**src/design/wind_and_visibility_slew_limiter_unit_assert.svh**
```systemverilog
// ----------------------------------------------------------------------------
// wind and visibility slew limiter assertion macros
// concurrent checks sampled on clk_i, disabled while rst_ni is low
// ----------------------------------------------------------------------------
`ifndef WIND_AND_VISIBILITY_SLEW_LIMITER_UNIT_ASSERT_SVH
`define WIND_AND_VISIBILITY_SLEW_LIMITER_UNIT_ASSERT_SVH
`ifndef ASSERT_OFF
`define WVSL_ASSERT(lbl, prop, msg) \
  lbl: assert property (@(posedge clk_i) disable iff (!rst_ni) (prop)) else $error(msg);
`define WVSL_ASSERT_NEVER(lbl, cond, msg) \
  lbl: assert property (@(posedge clk_i) disable iff (!rst_ni) !(cond)) else $error(msg);
`else
`define WVSL_ASSERT(lbl, prop, msg)
`define WVSL_ASSERT_NEVER(lbl, cond, msg)
`endif
`endif

```
**src/design/wvsl_pkg.sv**
```systemverilog
`timescale 1ns / 1ps
`default_nettype none
// ----------------------------------------------------------------------------
// wvsl_pkg
// types and constants shared by the wind and visibility slew limiter
// ----------------------------------------------------------------------------
package wvsl_pkg;

  localparam int unsigned VisMaxDef   = 1048575;
  localparam int unsigned VisResetVal = 20000;
  localparam int unsigned WindRateRst = 1024;
  localparam int unsigned VisRateRst  = 10000;

  // apb register file
  localparam int unsigned AddrW = 5;
  localparam int unsigned DataW = 32;
  localparam int unsigned IdxW  = 3;

  localparam logic [IdxW-1:0] RegTgtWindX = 3'd0;
  localparam logic [IdxW-1:0] RegTgtWindY = 3'd1;
  localparam logic [IdxW-1:0] RegTgtWindZ = 3'd2;
  localparam logic [IdxW-1:0] RegTgtVis   = 3'd3;
  localparam logic [IdxW-1:0] RegWindRate = 3'd4;
  localparam logic [IdxW-1:0] RegVisRate  = 3'd5;

  // shared arithmetic unit
  localparam int unsigned MulAW = 20;
  localparam int unsigned MulBW = 17;
  localparam int unsigned ProdW = MulAW + MulBW;
  localparam int unsigned SubW  = 20;

  typedef struct packed {
    logic        req_type;
    logic [15:0] dt;
  } in_t;

  typedef struct packed {
    logic signed [15:0] wind_x;
    logic signed [15:0] wind_y;
    logic signed [15:0] wind_z;
    logic        [19:0] visibility;
    logic               wind_settled;
    logic               vis_settled;
  } out_t;

  typedef struct packed {
    logic signed [15:0] tgt_wind_x;
    logic signed [15:0] tgt_wind_y;
    logic signed [15:0] tgt_wind_z;
    logic        [19:0] tgt_vis;
    logic        [15:0] wind_rate;
    logic        [19:0] vis_rate;
  } cfg_t;

  typedef struct packed {
    logic [MulAW-1:0] mul_a;
    logic [MulBW-1:0] mul_b;
    logic [SubW-1:0]  sub_a;
    logic [SubW-1:0]  sub_b;
  } alu_req_t;

  typedef struct packed {
    logic [ProdW-1:0] prod;
    logic [SubW-1:0]  diff;
    logic             ge;
  } alu_rsp_t;

endpackage
`default_nettype wire

```
**src/design/wind_and_visibility_slew_limiter_unit.sv**
```systemverilog
// ----------------------------------------------------------------------------
// wind_and_visibility_slew_limiter_unit
// a snap request loads the targets and goes straight to the output state; a tick
// finishes early when the wind is at its target or less than one step from it,
// else it runs a 17-step square root and three 17-step divisions through one shared multiply/compare-subtract unit
// throughput: one request at a time; the next is taken while a result waits
// reset: async active low; control and config registers to defaults, no clearing pass
// ----------------------------------------------------------------------------
`timescale 1ns / 1ps
`default_nettype none
module wind_and_visibility_slew_limiter_unit #(
  parameter int unsigned VisMax = wvsl_pkg::VisMaxDef
) (
  input  logic                       clk_i,
  input  logic                       rst_ni,
  input  logic                       in_valid_i,
  output logic                       in_ready_o,
  input  wvsl_pkg::in_t              in_data_i,
  output logic                       out_valid_o,
  input  logic                       out_ready_i,
  output wvsl_pkg::out_t             out_data_o,
  input  logic                       psel,
  input  logic                       penable,
  input  logic                       pwrite,
  input  logic [wvsl_pkg::AddrW-1:0] paddr,
  input  logic [wvsl_pkg::DataW-1:0] pwdata,
  output logic [wvsl_pkg::DataW-1:0] prdata,
  output logic                       pready
);
  import wvsl_pkg::*;

  cfg_t     cfg;
  alu_req_t alu_req;
  alu_rsp_t alu_rsp;

  assign pready = 1'b1;

  wvsl_regs u_regs (
    .clk_i   (clk_i),
    .rst_ni  (rst_ni),
    .psel    (psel),
    .penable (penable),
    .pwrite  (pwrite),
    .paddr   (paddr),
    .pwdata  (pwdata),
    .prdata  (prdata),
    .cfg_o   (cfg)
  );

  wvsl_seq #(
    .VisMax (VisMax)
  ) u_seq (
    .clk_i       (clk_i),
    .rst_ni      (rst_ni),
    .cfg_i       (cfg),
    .in_valid_i  (in_valid_i),
    .in_ready_o  (in_ready_o),
    .in_data_i   (in_data_i),
    .out_valid_o (out_valid_o),
    .out_ready_i (out_ready_i),
    .out_data_o  (out_data_o),
    .alu_req_o   (alu_req),
    .alu_rsp_i   (alu_rsp)
  );

  wvsl_alu u_alu (
    .req_i (alu_req),
    .rsp_o (alu_rsp)
  );

endmodule
`default_nettype wire

```
**src/design/wvsl_alu.sv**
```systemverilog
`timescale 1ns / 1ps
`default_nettype none
// ----------------------------------------------------------------------------
// wvsl_alu
// shared unsigned multiplier and compare-subtract used by the sequencer
// ----------------------------------------------------------------------------
module wvsl_alu (
  input  wvsl_pkg::alu_req_t req_i,
  output wvsl_pkg::alu_rsp_t rsp_o
);
  import wvsl_pkg::*;

  logic [SubW:0] sub_full;

  always_comb begin
    rsp_o.prod = ProdW'(req_i.mul_a) * ProdW'(req_i.mul_b);
    sub_full   = {1'b0, req_i.sub_a} - {1'b0, req_i.sub_b};
    rsp_o.ge   = ~sub_full[SubW];
    rsp_o.diff = sub_full[SubW-1:0];
  end

endmodule
`default_nettype wire

```
**src/design/wvsl_regs.sv**
```systemverilog
`timescale 1ns / 1ps
`default_nettype none
// ----------------------------------------------------------------------------
// wvsl_regs
// apb register file holding the targets and slew rates
// ----------------------------------------------------------------------------
module wvsl_regs (
  input  logic                       clk_i,
  input  logic                       rst_ni,
  input  logic                       psel,
  input  logic                       penable,
  input  logic                       pwrite,
  input  logic [wvsl_pkg::AddrW-1:0] paddr,
  input  logic [wvsl_pkg::DataW-1:0] pwdata,
  output logic [wvsl_pkg::DataW-1:0] prdata,
  output wvsl_pkg::cfg_t             cfg_o
);
  import wvsl_pkg::*;

  cfg_t            cfg_q;
  logic            wr_en;
  logic [IdxW-1:0] idx;

  assign idx   = paddr[AddrW-1:2];
  assign wr_en = psel & penable & pwrite;
  assign cfg_o = cfg_q;

  always_ff @(posedge clk_i or negedge rst_ni) begin
    if (!rst_ni) begin
      cfg_q.tgt_wind_x <= '0;
      cfg_q.tgt_wind_y <= '0;
      cfg_q.tgt_wind_z <= '0;
      cfg_q.tgt_vis    <= 20'(VisResetVal);
      cfg_q.wind_rate  <= 16'(WindRateRst);
      cfg_q.vis_rate   <= 20'(VisRateRst);
    end else if (wr_en) begin
      case (idx)
        RegTgtWindX: cfg_q.tgt_wind_x <= pwdata[15:0];
        RegTgtWindY: cfg_q.tgt_wind_y <= pwdata[15:0];
        RegTgtWindZ: cfg_q.tgt_wind_z <= pwdata[15:0];
        RegTgtVis:   cfg_q.tgt_vis    <= pwdata[19:0];
        RegWindRate: cfg_q.wind_rate  <= pwdata[15:0];
        RegVisRate:  cfg_q.vis_rate   <= pwdata[19:0];
        default: ;
      endcase
    end
  end

  always_comb begin
    case (idx)
      RegTgtWindX: prdata = DataW'(cfg_q.tgt_wind_x);
      RegTgtWindY: prdata = DataW'(cfg_q.tgt_wind_y);
      RegTgtWindZ: prdata = DataW'(cfg_q.tgt_wind_z);
      RegTgtVis:   prdata = DataW'(cfg_q.tgt_vis);
      RegWindRate: prdata = DataW'(cfg_q.wind_rate);
      RegVisRate:  prdata = DataW'(cfg_q.vis_rate);
      default:     prdata = '0;
    endcase
  end

endmodule
`default_nettype wire

```
**src/design/wvsl_seq.sv**
```systemverilog
`timescale 1ns / 1ps
`default_nettype none
`include "wind_and_visibility_slew_limiter_unit_assert.svh"
// ----------------------------------------------------------------------------
// wvsl_seq
// sequencer and state: steps, squared length, square root and three
// divisions run one step a cycle through the shared arithmetic unit
// ----------------------------------------------------------------------------
module wvsl_seq #(
  parameter int unsigned VisMax = wvsl_pkg::VisMaxDef
) (
  input  logic               clk_i,
  input  logic               rst_ni,
  input  wvsl_pkg::cfg_t     cfg_i,
  input  logic               in_valid_i,
  output logic               in_ready_o,
  input  wvsl_pkg::in_t      in_data_i,
  output logic               out_valid_o,
  input  logic               out_ready_i,
  output wvsl_pkg::out_t     out_data_o,
  output wvsl_pkg::alu_req_t alu_req_o,
  input  wvsl_pkg::alu_rsp_t alu_rsp_i
);
  import wvsl_pkg::*;

  localparam logic [3:0] SIdle  = 4'd0;
  localparam logic [3:0] SWStep = 4'd1;
  localparam logic [3:0] SVStep = 4'd2;
  localparam logic [3:0] SSqX   = 4'd3;
  localparam logic [3:0] SSqY   = 4'd4;
  localparam logic [3:0] SSqZ   = 4'd5;
  localparam logic [3:0] SSqS   = 4'd6;
  localparam logic [3:0] SSqrt  = 4'd7;
  localparam logic [3:0] SProd  = 4'd8;
  localparam logic [3:0] SDiv   = 4'd9;
  localparam logic [3:0] SApply = 4'd10;
  localparam logic [3:0] SOut   = 4'd11;

  localparam logic [4:0]  LastStep = 5'd16;
  localparam logic [1:0]  LastComp = 2'd2;
  localparam logic [19:0] VisMaxW  = 20'(VisMax);
  localparam logic [19:0] VisRstW  = (VisMax < VisResetVal) ? 20'(VisMax) : 20'(VisResetVal);

  logic [3:0]         state_q;
  logic [4:0]         cnt_q;
  logic [1:0]         comp_q;
  logic               out_valid_q;
  logic signed [15:0] cur_wind_q [3];
  logic [19:0]        cur_vis_q;

  logic [15:0] dt_q;
  logic [16:0] mag_q [3];
  logic        neg_q [3];
  logic [19:0] vmag_q;
  logic        vneg_q;
  logic [15:0] step_q;
  logic [19:0] vstep_q;
  logic [33:0] len2_q;
  logic [17:0] rem_q;
  logic [16:0] root_q;
  logic [16:0] dvd_q;
  out_t        out_q;

  logic signed [15:0] tgt_w [3];
  logic [16:0]        wd_diff [3];
  logic [16:0]        wd_mag [3];
  logic               wd_neg [3];
  logic [20:0]        vd_diff;
  logic [19:0]        vd_mag;
  logic [19:0]        vis_tgt;
  logic               d_zero;
  logic               near;
  logic               out_free;
  logic [17:0]        q_ext;
  logic [17:0]        apply_sum;
  logic               wind_eq;

  always_comb begin
    tgt_w[0] = cfg_i.tgt_wind_x;
    tgt_w[1] = cfg_i.tgt_wind_y;
    tgt_w[2] = cfg_i.tgt_wind_z;
    for (int i = 0; i < 3; i++) begin
      wd_diff[i] = {tgt_w[i][15], tgt_w[i]} - {cur_wind_q[i][15], cur_wind_q[i]};
      wd_neg[i]  = wd_diff[i][16];
      wd_mag[i]  = wd_neg[i] ? 17'(-wd_diff[i]) : wd_diff[i];
    end
    vis_tgt = (32'(cfg_i.tgt_vis) < VisMax) ? cfg_i.tgt_vis : VisMaxW;
    vd_diff = {1'b0, vis_tgt} - {1'b0, cur_vis_q};
    vd_mag  = vd_diff[20] ? 20'(-vd_diff) : vd_diff[19:0];
    d_zero  = (mag_q[0] == '0) && (mag_q[1] == '0) && (mag_q[2] == '0);
    // squared length against squared step
    near    = len2_q < {2'b00, alu_rsp_i.prod[31:0]};
    q_ext   = {1'b0, dvd_q};
    apply_sum = {{2{cur_wind_q[comp_q][15]}}, cur_wind_q[comp_q]}
              + (neg_q[comp_q] ? (~q_ext + 18'd1) : q_ext);
    wind_eq = (cur_wind_q[0] == tgt_w[0]) && (cur_wind_q[1] == tgt_w[1])
           && (cur_wind_q[2] == tgt_w[2]);
  end

  assign out_free    = !out_valid_q || out_ready_i;
  assign in_ready_o  = (state_q == SIdle);
  assign out_valid_o = out_valid_q;
  assign out_data_o  = out_q;

  always_comb begin
    alu_req_o = '0;
    case (state_q)
      SWStep: begin
        alu_req_o.mul_a = 20'(cfg_i.wind_rate);
        alu_req_o.mul_b = 17'(dt_q);
      end
      SVStep: begin
        alu_req_o.mul_a = cfg_i.vis_rate;
        alu_req_o.mul_b = 17'(dt_q);
      end
      SSqX: begin
        alu_req_o.mul_a = 20'(mag_q[0]);
        alu_req_o.mul_b = mag_q[0];
      end
      SSqY: begin
        alu_req_o.mul_a = 20'(mag_q[1]);
        alu_req_o.mul_b = mag_q[1];
      end
      SSqZ: begin
        alu_req_o.mul_a = 20'(mag_q[2]);
        alu_req_o.mul_b = mag_q[2];
      end
      SSqS: begin
        alu_req_o.mul_a = 20'(step_q);
        alu_req_o.mul_b = 17'(step_q);
      end
      SProd: begin
        alu_req_o.mul_a = 20'(mag_q[comp_q]);
        alu_req_o.mul_b = 17'(step_q);
      end
      SSqrt: begin
        // next bit pair of the radicand against root*4+1
        alu_req_o.sub_a = {rem_q, len2_q[33:32]};
        alu_req_o.sub_b = {1'b0, root_q, 2'b01};
      end
      SDiv: begin
        alu_req_o.sub_a = {2'b00, rem_q[16:0], dvd_q[16]};
        alu_req_o.sub_b = {3'b000, root_q};
      end
      default: ;
    endcase
  end

  // control and current values
  always_ff @(posedge clk_i or negedge rst_ni) begin
    if (!rst_ni) begin
      state_q     <= SIdle;
      cnt_q       <= '0;
      comp_q      <= '0;
      out_valid_q <= 1'b0;
      for (int i = 0; i < 3; i++) begin
        cur_wind_q[i] <= '0;
      end
      cur_vis_q   <= VisRstW;
    end else begin
      if (state_q == SOut && out_free) begin
        out_valid_q <= 1'b1;
      end else if (out_valid_q && out_ready_i) begin
        out_valid_q <= 1'b0;
      end
      case (state_q)
        SIdle: begin
          if (in_valid_i) begin
            if (in_data_i.req_type) begin
              for (int i = 0; i < 3; i++) begin
                cur_wind_q[i] <= tgt_w[i];
              end
              cur_vis_q <= vis_tgt;
              state_q   <= SOut;
            end else begin
              state_q <= SWStep;
            end
          end
        end
        SWStep: state_q <= SVStep;
        SVStep: state_q <= SSqX;
        SSqX: begin
          if (vmag_q != '0) begin
            if (vmag_q < vstep_q) begin
              cur_vis_q <= vis_tgt;
            end else if (vneg_q) begin
              cur_vis_q <= cur_vis_q - vstep_q;
            end else begin
              cur_vis_q <= cur_vis_q + vstep_q;
            end
          end
          state_q <= SSqY;
        end
        SSqY: state_q <= SSqZ;
        SSqZ: state_q <= SSqS;
        SSqS: begin
          if (d_zero || near) begin
            for (int i = 0; i < 3; i++) begin
              cur_wind_q[i] <= tgt_w[i];
            end
            state_q <= SOut;
          end else begin
            cnt_q   <= LastStep;
            state_q <= SSqrt;
          end
        end
        SSqrt: begin
          if (cnt_q == '0) begin
            comp_q  <= '0;
            state_q <= SProd;
          end else begin
            cnt_q <= cnt_q - 5'd1;
          end
        end
        SProd: begin
          cnt_q   <= LastStep;
          state_q <= SDiv;
        end
        SDiv: begin
          if (cnt_q == '0) begin
            state_q <= SApply;
          end else begin
            cnt_q <= cnt_q - 5'd1;
          end
        end
        SApply: begin
          cur_wind_q[comp_q] <= apply_sum[15:0];
          if (comp_q == LastComp) begin
            state_q <= SOut;
          end else begin
            comp_q  <= comp_q + 2'd1;
            state_q <= SProd;
          end
        end
        SOut: begin
          if (out_free) begin
            state_q <= SIdle;
          end
        end
        default: state_q <= SIdle;
      endcase
    end
  end

  // working registers
  always_ff @(posedge clk_i) begin
    case (state_q)
      SIdle: begin
        if (in_valid_i) begin
          dt_q <= in_data_i.dt;
          for (int i = 0; i < 3; i++) begin
            mag_q[i] <= wd_mag[i];
            neg_q[i] <= wd_neg[i];
          end
          vmag_q <= vd_mag;
          vneg_q <= vd_diff[20];
        end
      end
      SWStep: step_q  <= alu_rsp_i.prod[31:16];
      SVStep: vstep_q <= alu_rsp_i.prod[35:16];
      SSqX:   len2_q  <= alu_rsp_i.prod[33:0];
      SSqY:   len2_q  <= len2_q + alu_rsp_i.prod[33:0];
      SSqZ:   len2_q  <= len2_q + alu_rsp_i.prod[33:0];
      SSqS: begin
        rem_q  <= '0;
        root_q <= '0;
      end
      SSqrt: begin
        len2_q <= {len2_q[31:0], 2'b00};
        rem_q  <= alu_rsp_i.ge ? alu_rsp_i.diff[17:0] : alu_req_o.sub_a[17:0];
        root_q <= {root_q[15:0], alu_rsp_i.ge};
      end
      SProd: begin
        // quotient stays below 2^17, so the top bits start as the remainder
        rem_q <= {2'b00, alu_rsp_i.prod[32:17]};
        dvd_q <= alu_rsp_i.prod[16:0];
      end
      SDiv: begin
        rem_q <= alu_rsp_i.ge ? alu_rsp_i.diff[17:0] : alu_req_o.sub_a[17:0];
        dvd_q <= {dvd_q[15:0], alu_rsp_i.ge};
      end
      SOut: begin
        if (out_free) begin
          out_q.wind_x       <= cur_wind_q[0];
          out_q.wind_y       <= cur_wind_q[1];
          out_q.wind_z       <= cur_wind_q[2];
          out_q.visibility   <= cur_vis_q;
          out_q.wind_settled <= wind_eq;
          out_q.vis_settled  <= (cur_vis_q == vis_tgt);
        end
      end
      default: ;
    endcase
  end

  `WVSL_ASSERT(a_step_within_len, (state_q == SProd) |-> ({1'b0, step_q} <= root_q), "wind step above vector length")
  `WVSL_ASSERT(a_quot_within_mag, (state_q == SApply) |-> (dvd_q <= mag_q[comp_q]), "wind component passes its target")
  `WVSL_ASSERT(a_root_narrow, (state_q == SSqrt && cnt_q != 5'd0) |-> !root_q[16], "square root overflows")
  `WVSL_ASSERT(a_result_loaded, (state_q == SOut && out_free) |=> (out_valid_q && out_q.visibility == cur_vis_q), "result not taken from current state")
  `WVSL_ASSERT_NEVER(a_comp_range, comp_q == 2'd3, "component index out of range")

endmodule
`default_nettype wire
```
**config.mk**
```make
export PLATFORM = sky130hd
export DESIGN_NAME = wind_and_visibility_slew_limiter_unit
export DESIGN_NICKNAME = d
export VERILOG_FILES = /design/src/design/wvsl_pkg.sv /design/src/design/wind_and_visibility_slew_limiter_unit.sv /design/src/design/wvsl_alu.sv /design/src/design/wvsl_regs.sv /design/src/design/wvsl_seq.sv
export VERILOG_INCLUDE_DIRS = /design/src /design/src/design
export SDC_FILE = /design/constraint.sdc
export NUM_CORES = 2
export LEC_CHECK = 0
export BUFFER_PORTS_ARGS = -buffer_cell sky130_fd_sc_hd__clkbuf_2
export CAP_MARGIN = 20
export CORE_ASPECT_RATIO = 1.5
export CORE_MARGIN = 10
export CORE_UTILIZATION = 30
export CTS_CLUSTER_SIZE = 8
export DETAILED_ROUTE_END_ITERATION = 6
export REMOVE_ABC_BUFFERS = 1
export SLEW_MARGIN = 20
export SYNTH_ARGS = -nofsm -noshare
export SYNTH_HDL_FRONTEND = slang
export SYNTH_HIERARCHICAL = 1
export SYNTH_SLANG_ARGS = --single-unit
```
**constraint.sdc**
```tcl
create_clock -name clk_i -period 12.25 [get_ports clk_i]
set_input_delay 2.45 -clock clk_i [delete_from_list [all_inputs] [get_ports clk_i]]
set_output_delay 2.45 -clock clk_i [all_outputs]
set_load 0.01 [all_outputs]
```
---- After elaboration in Yosys (flattened, before gate mapping) ----
Memory sizes are Yosys's and may differ from the RTL's.
Cells that the tools add are included.
word-level totals
  register bits ........................... 413
  bits in latches ......................... 0
  bits in writable memories ............... 54
  bits in read-only memories .............. 0
  bits of input ports ..................... 61
  output and inout bits ................... 105
  memories ................................ 2
memory list
  name         words  bits a word  rd ports  clocked after Yosys merged registers in  write ports  line            RTL
  u_seq.mag_q  3      17           4         0                                        3            wvsl_seq.sv:52  logic [16:0] mag_q [3];
  u_seq.neg_q  3      1            1         0                                        3            wvsl_seq.sv:53  logic neg_q [3];
operators by class
  $add $sub $neg .......................... 16
  multipliers ............................. 1
  divide/modulo/power cells ............... 0
  order comparisons ....................... 5
  equality and inequality tests ........... 31
  shifts and indexed selects .............. 0
  mux-type cells .......................... 49
  bitwise operators ....................... 5
  reductions and logical operators ........ 40
operators by type and width
  operator          number
  $pmux 37 s7       1
  $pmux 32 s6       1
  $mux 48           3
  $pmux 48 s3       1
  $mux 20           7
  $pmux 34 s3       1
  $pmux 40 s2       1
  $pmux 17 s2       2
  $mux 16           4
  $pmux 18 s3       1
  $logic_not 17->1  3
  $mux 17           3
  $neg 17->17       3
  $sub 16x16->17    3
  $bwmux 48         1
  $eq 16x16->1      3
  $pmux 4 s12       1
  $sub 20x20->21    2
  $pmux 20 s2       1
  $mul 20x17->36    1
  $add 34x34->34    1
  $lt 34x32->1      1
  $bmux 16 s2       1
  $demux 16 s2      1
  46 further kinds  100

---- Depth between registers and ports, before layout ----
  depth after elaboration ................. 7
  depth in mapped cells ................... 43
  depth with buffers taken out ............ 39

---- Hierarchy ----
The synthesis kept the hierarchy.
modules (own cells, without submodules)
  module                                 times used  cells an instance  area each (sq um)  seq. area each (sq um)
  wvsl_seq                               1           2,655              25,604.6           10,506.3
  wvsl_alu                               1           1,451              12,192.9           0.0
  wvsl_regs                              1           358                4,936.0            2,616.3
  wind_and_visibility_slew_limiter_unit  1           2                  11.3               0.0

---- Worst setup path after synthesis ----
Ideal clock, no wire load.
  path type ............................... reg-to-reg
  from .................................... reg u_seq.state_q[3]
  to ...................................... reg u_seq/cur_wind_q[47] (netlist bit)
  library setup time ...................... 0.126 ns
  data arrival time ....................... 9.929 ns
  required time ........................... 12.124 ns
  setup slack ............................. 2.195 ns
  stages on the path, launching flop included .. 38
  path buffers ............................ 4
  clock period less this slack ............ 10.055 ns
  cell sequence ........................... dfrtp_1 or2_2 clkbuf_1 nor2_1 clkbuf_1 a222oi_1 nand3_1 clkbuf_1 nand2_1 fa_1 fa_1 inv_1 fa_1 fa_1 fa_1 inv_1 fa_1 inv_1 [2 not listed] and3_1 a211o_1 or2_2 a41oi_1 xnor2_1 inv_1 ha_1 a21oi_1 o21bai_1 a221oi_1 o21ai_1 a2111oi_0 nand2_1 o21ai_1 a21oi_1 or2_0 clkbuf_1 a221o_1
RTL lines
  element                         line             RTL
  start: declaration              wvsl_seq.sv:44   logic [3:0] state_q;
  start signal: assignment        wvsl_seq.sv:152  state_q <= SIdle;
  start signal: assignment        wvsl_seq.sv:174  state_q <= SOut;
  start signal: assignment        wvsl_seq.sv:176  state_q <= SWStep;
  end signal: indexed assignment  wvsl_seq.sv:171  cur_wind_q[i] <= tgt_w[i];
  end signal: indexed assignment  wvsl_seq.sv:199  cur_wind_q[i] <= tgt_w[i];
  end signal: indexed assignment  wvsl_seq.sv:227  cur_wind_q[comp_q] <= apply_sum[15:0];
  end: declaration                wvsl_seq.sv:48   logic signed [15:0] cur_wind_q [3];

==> impl_metrics.prom <==
# TYPE chip_impl_metric gauge
chip_impl_metric{name="multi_input_area",unit="µm²"} 26500
chip_impl_metric{name="pre_cts_ws",unit="ns"} 0.485
chip_impl_metric{name="core_region_area",unit="µm²"} 141000
chip_impl_metric{name="cts-root-to-sink-buffers",unit=""} 3
chip_impl_metric{name="synth.yosys.warnings",unit=""} 6
chip_impl_metric{name="num_vias",unit=""} 33900
chip_impl_metric{name="remaining_drc_errors",unit=""} 0
chip_impl_metric{name="clock_latency",unit="ns"} 0.70
chip_impl_metric{name="nFillCells",unit=""} 14500
chip_impl_info{name="critical_path.startpoint_type",value="flop"} 1
chip_impl_metric{name="die_width",unit="µm"} 328
chip_impl_info{name="rsz0062_at_grt",value="no"} 1
chip_impl_metric{name="routabilityCongestion",unit=""} 0.978
chip_impl_metric{name="worst_hold_path_cell_count",unit=""} 0
chip_impl_metric{name="timing.critical_path.arrival",unit="ns"} 12.41
chip_impl_metric{name="final_cells",unit=""} 6490
chip_impl_metric{name="io_buffers",unit=""} 150
chip_impl_metric{name="synthesis.area",unit="µm²"} 42600
chip_impl_metric{name="finalNetCount",unit=""} 5226
chip_impl_metric{name="clock.fmax",unit="MHz"} 84.1
chip_impl_metric{name="drt.antenna.violating_nets",unit=""} 0
chip_impl_metric{name="drv_cap",unit=""} 0
chip_impl_metric{name="cts.reportedPaths.clkPinSlew",unit="ns"} 0.06
chip_impl_metric{name="grt_start_max_net_pins",unit=""} 76
chip_impl_metric{name="first_global_vias",unit=""} 35200
chip_impl_info{name="setup.worst_path.start",value="u_seq/state_q[2]$_DFFE_PN0P_"} 1
chip_impl_metric{name="period_minus_slack",unit="ns"} 11.89
chip_impl_metric{name="track_usage",unit="%"} 17.8
chip_impl_info{name="tritoncts_clock_tree",value="built"} 1
chip_impl_metric{name="grt_antenna_before_repair",unit=""} 4
chip_impl_metric{name="place_inst",unit=""} 6367
chip_impl_info{name="timing.critical_path.to_type",value="flop"} 1
chip_impl_metric{name="layout.area.seq",unit="µm²"} 13100
chip_impl_metric{name="firstDrtPassIters",unit=""} 7
chip_impl_metric{name="synth.avg_cell_area",unit="µm²"} 9.59
chip_impl_metric{name="post-cts-setup-buffer-count",unit=""} 0
chip_impl_info{name="holdCritPathClass",value="flop to flop"} 1
chip_impl_metric{name="timing.slew.headroom",unit="%"} 21.0
chip_impl_metric{name="tightest_slew",unit="ns"} 1.17
chip_impl_metric{name="setup-tns-final",unit="ns"} 0
chip_impl_metric{name="design.die.area",unit="µm²"} 158000
chip_impl_metric{name="wirelength",unit="µm"} 143000
chip_impl_metric{name="hold_buffers",unit=""} 0
chip_impl_metric{name="setup_viol_count_final",unit=""} 0
chip_impl_metric{name="setup_ws",unit="ns"} 0.360
chip_impl_metric{name="htree_num_levels",unit=""} 3
chip_impl_metric{name="post_route_cells_drive_above_1_share",unit="%"} 12.0
chip_impl_metric{name="routed_via_density",unit=""} 5.23
chip_impl_metric{name="grt_first_pass_wirelength",unit="µm"} 215000
chip_impl_metric{name="critPathMaxFanout",unit=""} 18
chip_impl_info{name="root_buffer",value="clkbuf_16"} 1
chip_impl_metric{name="worst-endpoint-required",unit="ns"} 12.77
chip_impl_metric{name="die_height",unit="µm"} 481
chip_impl_metric{name="clock_sinks",unit=""} 467
chip_impl_metric{name="cpPeakStageDelay",unit="ns"} 0.83
chip_impl_metric{name="number_of_violations_reported_at_the_end_of_detailed_routing_iteration_0",unit=""} 2498
chip_impl_metric{name="cts_made_buffers",unit=""} 70
chip_impl_metric{name="start_util",unit="%"} 30.1
chip_impl_metric{name="dpl.hpwl",unit="µm"} 114000
chip_impl_metric{name="layout_worst_path_cycle_share",unit="%"} 97.1
chip_impl_metric{name="grt.overflow.total",unit=""} 0
chip_impl_info{name="criticalPathCategory",value="flop to flop"} 1
chip_impl_metric{name="timing_max_transition_violations_final",unit=""} 0
chip_impl_metric{name="post_cts_repair_resize_count",unit=""} 0
chip_impl_metric{name="netlist_instances",unit=""} 4441
chip_impl_metric{name="timing.reg2reg.worst_path_depth",unit=""} 40
chip_impl_metric{name="hold_viol_final",unit=""} 0
chip_impl_metric{name="area_growth_syn_to_layout",unit="%"} 12.3
chip_impl_info{name="critical-path-slowest-cell",value="a222oi_1"} 1
chip_impl_info{name="min-delay-start",value="u_seq/cur_wind_q[45]$_DFFE_PN0P_"} 1
chip_impl_metric{name="finClkSkew",unit="ns"} 0.0710
chip_impl_info{name="r2r_start",value="u_seq/state_q[2]$_DFFE_PN0P_"} 1
chip_impl_metric{name="io_pins",unit=""} 166
chip_impl_metric{name="drt-wirelength-per-cell",unit="µm"} 22.1
chip_impl_metric{name="core.rowCount",unit=""} 169
chip_impl_info{name="status",value="completed"} 1
[per-stage QoR]
stage                     hold WS (ns)  utilization, %  cell area [µm²]
final                            0.474            33.8            47800
after global placement           0.458            32.3            45700
after CTS                        0.473            33.8            47800
after floorplan                  0.446               -            41600
after detailed placement         0.461            32.3            45700
after global routing             0.499            33.8            47800
[metal layers]
metal	routed length (µm)	up-vias	global-route usage, %
li1	-	15600	-
met1	53500	16800	19.2
met2	70700	1178	31.5
met3	7360	413	2.60
met4	11900	2	13.3
met5	10	-	0
[state kept, by name, indices dropped and copies added, names as in the netlist]
signal	cells
u_regs/cfg_o	104
u_seq/out_data_o	70
u_seq/mag_q	51
u_seq/cur_wind_q	48
u_seq/len2_q	34
u_seq/cur_vis_q	20
u_seq/vmag_q	20
u_seq/vstep_q	20
u_seq/rem_q	18
u_seq/dvd_q	17
u_seq/root_q	17
u_seq/dt_q	16
u_seq/step_q	16
u_seq/cnt_q	5
u_seq/state_q	4
u_seq/neg_q	3
u_seq/comp_q	2
u_seq/out_valid_o	1
u_seq/vneg_q	1
[final timing paths]
path                                                        end  slack, ns
worst max-delay path            u_seq/cur_wind_q[7]$_DFFE_PN0P_       0.36
worst min-delay path             u_seq/out_data_o[67]$_DFFE_PP_       0.47
worst max register to register  u_seq/cur_wind_q[7]$_DFFE_PN0P_       0.36
worst min register to register   u_seq/out_data_o[67]$_DFFE_PP_       0.47
max in group asynchronous           u_seq/comp_q[0]$_DFFE_PN0P_       9.05
min in group asynchronous       u_seq/cur_vis_q[15]$_DFFE_PN0P_       1.75
[final cells by class]
class / instances / share of cell area, %
antenna: 2 / 0.0105
clock buffer: 107 / 3.95
clock inverter: 12 / 0.432
inverter: 564 / 4.44
multi-input combinational: 3192 / 55.4
sequential: 467 / 27.4
tap: 1881 / 4.92
timing repair buffer: 265 / 3.43
[cell usage in the layout, fill, tap and decap left out, types with 108 or more instances in the layout]
cell type,n
nand2_1,359
mux2_2,108
edfxtp_1,283
o21ai_0,181
ha_1,328
xnor2_1,174
fa_1,277
inv_1,562
dfrtp_1,168
nor2_1,231
buf_4,112
a21oi_1,222
clkbuf_2,149
and2_1,208
[critical path, delay by kind of cell (launching register included)]
| kind | cells | cell delay [ns] |
|---|---|---|
| compound gates | 14 | 4.24 |
| xor+xnor | 1 | 0.18 |
| flops | 1 | 0.57 |
| buf+inv | 11 | 1.48 |
| simple gates | 6 | 1.49 |
| fa+ha+maj | 8 | 3.72 |
Power is not shown: default switching activity piles up to over one toggle a cycle in this logic, so the estimate is an artifact.
